$ cat src/hdl/waypoint_route_follower_core_macros.svh
// ----------------------------------------------------------------------------
// Assertion macros for the waypoint route follower
// Shared clocked assertion forms.
// ----------------------------------------------------------------------------
`ifndef WAYPOINT_ROUTE_FOLLOWER_CORE_MACROS_SVH
`define WAYPOINT_ROUTE_FOLLOWER_CORE_MACROS_SVH

// property that must hold on every edge outside reset
`define WRF_ASSERT(label, prop, msg) \
    label: assert property (@(posedge i_clk) disable iff (!i_rst_n) (prop)) else $error(msg);

// antecedent implies consequent on the next edge
`define WRF_ASSERT_NEXT(label, ante, cons, msg) \
    label: assert property (@(posedge i_clk) disable iff (!i_rst_n) (ante) |=> (cons)) \
        else $error(msg);

`endif

$ cat src/hdl/wrf_pkg.sv
// ----------------------------------------------------------------------------
// wrf_pkg
// Types and constants of the waypoint route follower.
// ----------------------------------------------------------------------------
package wrf_pkg;

    localparam int unsigned ROUTE_DEPTH_DEF = 64;
    localparam logic [31:0] SPEED_RESET     = 32'h0001_0000;

    typedef enum logic [1:0] {
        OP_TICK = 2'd0,
        OP_LOAD = 2'd1,
        OP_SETP = 2'd2,
        OP_NONE = 2'd3
    } t_op;

    typedef enum logic [4:0] {
        ST_IDLE,
        ST_RD1,      // memory read of target
        ST_RD1W,
        ST_STEP,     // step multiply
        ST_DIST,     // setup distance
        ST_SQ,       // squares, one axis per cycle
        ST_SQRT,     // isqrt iterations
        ST_DEC1,     // compare dist/step
        ST_RD2,
        ST_RD2W,
        ST_DEC2,
        ST_DIV,      // fraction bits
        ST_LERP,     // one axis per cycle
        ST_OUT
    } t_state;

    // handshake to the arithmetic unit
    typedef struct packed {
        logic sq_start;
        logic div_start;
    } t_au_ctl;

endpackage

$ cat src/hdl/wrf_sqrt_div.sv
// ----------------------------------------------------------------------------
// wrf_sqrt_div
// Shared iterative unit: bit-pair square root of a 66-bit value and a
// 32-bit restoring fraction divide, one step per cycle.
// ----------------------------------------------------------------------------
module wrf_sqrt_div (
    input  logic              i_clk,
    input  logic              i_rst_n,
    input  wrf_pkg::t_au_ctl  i_ctl,
    input  logic [65:0]       i_rad,
    input  logic [65:0]       i_num,
    input  logic [65:0]       i_den,
    output logic              o_busy,
    output logic [32:0]       o_root,
    output logic [31:0]       o_frac
);
    logic [67:0] r_v;
    logic [67:0] r_res;
    logic [67:0] r_bit;
    logic [66:0] r_rem;
    logic [65:0] r_den;
    logic [31:0] r_t;
    logic [5:0]  r_cnt;
    logic        r_sq;
    logic        r_busy;
    logic [67:0] w_sum;
    logic [66:0] w_sh;

    assign w_sum = r_res + r_bit;
    assign w_sh  = {r_rem[65:0], 1'b0};

    always_ff @(posedge i_clk) begin
        if (!i_rst_n) begin
            r_busy <= 1'b0;
            r_cnt  <= '0;
            r_sq   <= 1'b0;
        end else if (i_ctl.sq_start) begin
            r_busy <= 1'b1;
            r_sq   <= 1'b1;
            r_cnt  <= 6'd34;
            r_v    <= {2'b00, i_rad};
            r_res  <= '0;
            r_bit  <= 68'd1 << 66;
        end else if (i_ctl.div_start) begin
            r_busy <= 1'b1;
            r_sq   <= 1'b0;
            r_cnt  <= 6'd32;
            r_rem  <= {1'b0, i_num};
            r_den  <= i_den;
            r_t    <= '0;
        end else if (r_busy) begin
            if (r_sq) begin
                if (r_v >= w_sum) begin
                    r_v   <= r_v - w_sum;
                    r_res <= (r_res >> 1) + r_bit;
                end else begin
                    r_res <= r_res >> 1;
                end
                r_bit <= r_bit >> 2;
            end else begin
                if (w_sh >= {1'b0, r_den}) begin
                    r_rem <= w_sh - {1'b0, r_den};
                    r_t   <= {r_t[30:0], 1'b1};
                end else begin
                    r_rem <= w_sh;
                    r_t   <= {r_t[30:0], 1'b0};
                end
            end
            r_cnt <= r_cnt - 6'd1;
            if (r_cnt == 6'd1) begin
                r_busy <= 1'b0;
            end
        end
    end

    assign o_busy = r_busy;
    assign o_root = r_res[32:0];
    assign o_frac = r_t;
endmodule

$ cat config.mk
export PLATFORM = sky130hd
export DESIGN_NAME = wrf_sqrt_div
export DESIGN_NICKNAME = d
export VERILOG_FILES = /design/src/hdl/waypoint_route_follower_core_macros.svh /design/src/hdl/wrf_pkg.sv /design/src/hdl/wrf_sqrt_div.sv
export SDC_FILE = /design/constraint.sdc
export NUM_CORES = 1
export LEC_CHECK = 0
export ABC_CLOCK_PERIOD_IN_PS = 19900
export BUFFER_PORTS_ARGS = -buffer_cell sky130_fd_sc_hd__buf_2
export CAP_MARGIN = 20
export CORE_MARGIN = 8
export CORE_UTILIZATION = 48
export CTS_BUF_LIST = sky130_fd_sc_hd__clkbuf_8
export CTS_CLUSTER_DIAMETER = 50
export DETAILED_ROUTE_END_ITERATION = 12
export PLACE_DENSITY = 0.74
export SETUP_SLACK_MARGIN = 0.3
export SYNTH_ARGS = -nofsm -noshare
export SYNTH_HDL_FRONTEND = slang
export SYNTH_SLANG_ARGS = --single-unit
$ cat constraint.sdc
create_clock -name i_clk -period 19.9 [get_ports i_clk]
set_clock_uncertainty 0.05 [all_clocks]
set_input_delay 0.995 -clock i_clk [delete_from_list [all_inputs] [get_ports i_clk]]
set_output_delay 0.995 -clock i_clk [all_outputs]
set_load 0.01 [all_outputs]
## Yosys cells after proc, flatten, opt, wreduce, memory -nomap -nowiden

Index checks and enable logic that the tools add are counted.

- Bits in registers: 376
- Latch bits: 0
- Memory bits (writable): 0
- Memory bits (read-only): 0
- Memories: 0

- Add/sub/neg operators: 5
- $mul: 0
- Div/mod/pow operators: 0
- $lt $le $gt $ge: 2
- Equal/unequal tests: 3
- Shifts and indexed selects: 0
- Muxes and demuxes: 28
- Bitwise gates (word level): 2
- Reduce and logical (&&, ||, !) cells: 11

Operators by type and width:

| kind | count |
|---|---|
| $mux W68 | 11 |
| $mux W66 | 5 |
| $add A67 B68 Y68 | 1 |
| $add A68 B68 Y68 | 1 |
| $ge A68 B68 Y1 | 1 |
| $sub A68 B68 Y68 | 1 |
| $ge A67 B66 Y1 | 1 |
| $sub A66 B66 Y66 | 1 |
| $mux W32 | 2 |
| $mux W6 | 3 |
| $reduce_bool A2 Y1 | 5 |
| $reduce_and A4 Y1 | 2 |
| $mux W1 | 7 |
| $eq A6 B1 Y1 const B | 1 |
| $sub A6 B1 Y6 const B | 1 |
| $reduce_and A5 Y1 | 1 |
| $reduce_and A3 Y1 | 1 |
| $reduce_bool A3 Y1 | 1 |
| $reduce_or A3 Y1 | 1 |
| $ne A2 B1 Y1 const B | 1 |
| $ne A2 B2 Y1 const B | 1 |
| $not A1 Y1 | 2 |

## Depth between registers and ports, before layout

- Depth in word-level cells: 7
- Gate-level depth with buffers: 28
- Depth with buffers taken out: 25

## Least setup slack after synthesis

Ideal clock, no wire load.

- Kind: input to register
- Start: input i_ctl[0] (netlist name)
- End: register r_v[0] (enable)
- Setup time: 0.598 ns
- Data arrival time: 14.086 ns
- Required time: 19.252 ns
- Setup slack: 5.165 ns
- Stages on the path: 4
- Path buffers: 1
- Cell sequence: clkbuf_1 > nand3b_1 > a21boi_0 > a21boi_0

- Longest elaborated chain between the ends: 2

RTL lines:

| what | line | text |
|---|---|---|
| from (decl) | wrf_sqrt_div.sv:9 | `input wrf_pkg::t_au_ctl i_ctl,` |
| $ne A2 B1 Y1 (no source line) | - |  |
| $reduce_and A5 Y1 (no source line) | - |  |
| to (signal assigned) | wrf_sqrt_div.sv:41 | `r_v <= {2'b00, i_rad};` |
| to (signal assigned) | wrf_sqrt_div.sv:54 | `r_v <= r_v - w_sum;` |
| to (decl) | wrf_sqrt_div.sv:17 | `logic [67:0] r_v;` |

No other way between the ends.
A chain may end at the register's enable or synchronous reset.

## Final worst setup path

- Start: register r_res[6]
- End: register r_v[66] (enable)

- Longest elaborated chain between the ends: 4

RTL lines:

| what | line | text |
|---|---|---|
| from (decl) | wrf_sqrt_div.sv:18 | `logic [67:0] r_res;` |
| from (signal assigned) | wrf_sqrt_div.sv:55 | `r_res <= (r_res >> 1) + r_bit;` |
| from (signal assigned) | wrf_sqrt_div.sv:57 | `r_res <= r_res >> 1;` |
| $add A68 B68 Y68 | wrf_sqrt_div.sv:29 | `assign w_sum = r_res + r_bit;` |
| $ge A68 B68 Y1 | wrf_sqrt_div.sv:53 | `if (r_v >= w_sum) begin` |
| $reduce_bool A2 Y1 (no source line) | - |  |
| $reduce_and A5 Y1 (no source line) | - |  |

No other way between the ends.

==> summary.md <==
| Metric | Value |
|---|---|
| Status | completed |
| Leakage | 12.0 nW |
| Post-DP HPWL | 59800 um |
| Synth top area cells | edfxtp_1 37%, ha_1 9.5%, nand2_1 4.4%, a21oi_1 4.2%, o21ai_0 3.9% |
| Post-synth EDFFs | 334 |
| Tightest Hold Check Type | reg2reg |
| WL per Instance | between 15 and 20 um |
| Total core area | 0.0563 mm^2 |
| PD cells | approximately 80 mW/mm^2 |
| Least-Margin Pin Slew | 981 ps |
| Async SR Flop Fraction | 0 |
| Grt ovf | 0 |
| Post-CTS Repair Setup Buffers | 0 |
| H-Tree Depth | 3 |
| Number of global-route vias before repair | 22400 |
| Sw Ratio | 0.356 |
| FMAX | 130 MHz |
| Final total power | 2.43 mW |
| # setup viols final | 0 |
| Crit path cell chain | ha_1 -> nand4_1 -> o21ai_1 -> a21oi_1 -> o21ai_2 -> a31oi_2 -> o21bai_1 -> a211oi_1 -> o31ai_1 -> a211oi_1 -> or3_1 -> xor2_1 -> ha_1 -> nand4_1 -> or3_1 -> o31ai_1 -> a21oi_1 -> o21ai_1 -> a31oi_4 -> buf_4 -> a21boi_4 -> buf_4 |
| CTS tree | yes |
| Port Buffers | approximately 270 |
| Peak supply drop | 0.0605 mV |
| CP Class | reg2reg |
| Detailed Route Iter0 Violations | 1987 |
| DP Area | 0.0288 mm^2 |
| Hold Vio Cnt, Final | 0 |
| Die Wd | 254 um |
| Slew Limit Fails | 0 |
| Fin util | 0.535 |
| Slowest-stage cell, CP | buf_4 |
| Clk_lat worst skew | about 660 ps |
| Max-cap check violation count | 0 |
| Via density | 5.91 |
| Largest stage delay, worst path | about 680 ps |
| Final ANT Viol Nets | 0 |
| Layout overhead on the synthesized area | 10.6% |
| Root buf cell | clkbuf_8 |
| Relative slew slack | 0.346 |
| Share of cells above drive strength 1 | 0.145 |
| GP Congestion | 0.974 |
| Routed vias | 23600 |
| CTS Sinks | 342 |
| Die height | 254 um |
| Comb pwr share | 0.335 |
| Share of the synthesized area in the top cell type | 0.368 |
| CP endpoint kind | flip-flop |
| RSZ-0062 raised after global routing | no |
| Die ar. | 0.0646 mm^2 |
| Post-synthesis cell count | slightly above 3000 |
| CP Max Fanout | 59 |
| # rows | between 80 and 90 |
| P_int | 1.57 mW |
| Sequential-to-total area share from yosys stat | 0.374 |
| Total GRT Usage | 0.234 |
| Synthesized area per cell | around 9 um^2 |
| Synth warn | 0 |
| Period utilisation layout | 0.385 |
| Residual DRC | 0 |
| CTS Buf Count | 66 |
| CP Launch Type | flip-flop |
| Starting density of the core | 0.484 |
| Initial antenna violation count | 10 |
| Largest net degree at the start of global routing | 98 |
| Final Net Count | 3599 |
| DRT Pass-1 Iters | 8 |
| Seq pwr share | 0.371 |
| WP data arrival | 7870 ps |
| CTS resizes | 0 |
| Max clock buf depth | 3 |
| Clock share of power | 0.294 |
| Synth area leader | edfxtp_1 |
| Final instance area | 0.0301 mm^2 |
| Boundary Pins | 268 |
| Switch Pwr | 0.867 mW |
| Mapped cell area | 0.0272 mm^2 |
| Setup TNS | 0 ps |
| Critical Path RT | 20100 ps |
| Post-synth cell types | 88 |
| WP buf/inv | 2 |
| Cell family with the largest share of critical-path delay | compound AO/OA/AOI/OAI gates |
| #FFs+latches synth | 342 |
| Main flop type after synthesis | edfxtp_1 |
| R2R setup slack | 12240 ps |
| Wirelength, routed | 78500 um |
| Post-CTS Hold Fix Bufs | 0 |
| Reg clk slew, reported paths | 70 ps |
| Final min period | approximately 7700 ps |
| Synth Net Count | 3428 |
| Global-route wire length before repair | between 100000 and 150000 um |
cells in the final DEF, fill, tap and decap left out, types with 15 or more instances in the layout:
cell type / synthesis / layout
ha_1: 206 / 206
nor2b_1: 92 / 92
nand4_1: 81 / 81
nor3_1: 35 / 35
nor2_1: 203 / 203
a21o_1: 93 / 93
inv_1: 128 / 144
and3_1: 20 / 19
and2_1: 19 / 19
o21bai_1: 36 / 36
edfxtp_1: 334 / 334
clkbuf_8: 0 / 68
xor2_1: 117 / 117
mux2_2: 48 / 48
nand2_1: 320 / 320
a211oi_1: 52 / 52
nand3_1: 62 / 62
a21oi_1: 228 / 228
a21boi_0: 17 / 15
a31oi_1: 75 / 75
xnor2_1: 117 / 117
or3_1: 33 / 33
o21a_1: 26 / 26
nand2b_1: 20 / 20
buf_2: 16 / 265
o21ai_0: 210 / 210
o21ai_1: 60 / 60
cell usage after synthesis, drive strengths merged (12+ instances only):
master / number
a211oi: 52
a21boi: 19
a21o: 93
a21oi: 229
a31o: 15
a31oi: 77
and2: 20
and3: 20
buf: 59
clkbuf: 118
edfxtp: 334
ha: 206
inv: 128
mux2: 50
nand2: 320
nand2b: 20
nand3: 62
nand4: 82
nor2: 204
nor2b: 92
nor3: 36
nor4: 12
o21a: 27
o21ai: 271
o21bai: 36
o31ai: 13
or3: 33
xnor2: 117
xor2: 117
registers in the layout (all words and copies together), names as in the netlist:
name / count
r_res: 68
r_v: 68
r_den: 66
r_rem: 66
r_bit: 34
o_frac: 32
r_cnt: 6
o_busy: 1
r_sq: 1
power groups by stage:
| stage | Clock, mW | Sequential [mW] | Combinational, mW |
|---|---|---|---|
| floorplan | 0 | 0.906 | 0.609 |
| global placement | 0 | 0.915 | 0.795 |
| detailed placement | 0 | 0.915 | 0.800 |
| CTS | 0.730 | 0.901 | 0.805 |
| global route | 0.756 | 0.907 | 0.899 |
| finish | 0.716 | 0.903 | 0.815 |
routing by layer:
| metal | global-route usage | wire length, um |
|---|---|---|
| met4 | 0.0798 | 2590 |
| met3 | 0.0545 | 6180 |
| met2 | 0.366 | 34800 |
| met1 | 0.319 | 34900 |
| met5 | 0 | 37 |
layout make-up:
class / count / area (um^2)
Fill cell: 5221 / 26200
Multi-Input combinational cell: 2371 / 15700
Sequential cell: 342 / 10200
Timing Repair Buffer: 280 / 1440
Tap cell: 756 / 946
Clock buffer: 68 / 936
Inverter: 128 / 480
Clock inverter: 49 / 365
Antenna cell: 5 / 12.5
path summary, 6_finish.rpt:
kind                               start  depth (start not counted)       to
worst max-delay path            r_res[6]                         22  r_v[66]
worst min-delay path                r_sq                          2     r_sq
worst max register to register  r_res[6]                         22  r_v[66]
worst min register to register      r_sq                          2     r_sq
kinds of logic (layout without fill, tap and decap cells):
logic type | count (synthesis) | count (layout) | share of synthesized area
AOI/OAI and AO/OA | 929 | 929 | 0.215
xor gates and xnor gates | 234 | 234 | 0.0753
adders and majority gates | 208 | 208 | 0.0962
buffers and inverters | 305 | 525 | 0.0489
DFF | 342 | 342 | 0.374
muxes | 58 | 58 | 0.0239
other | 0 | 5 | 0
and+or+nand+nor | 942 | 942 | 0.167
tightest hold or removal path, cell delays in order, from the launching register on:
cell	delay, ps
dfxtp_1	320
nand2b_1	60
a21boi_0	70
metrics by stage:
stage	hold WS, ps	instances	setup WS (ps)
after floorplan	420	3018	5170
after global placement	432	3877	12580
after detailed placement	449	3877	12400
after CTS	406	3994	12320
after global routing	408	3997	11850
final	452	3999	12240
Power figures use the tool's default switching activity.
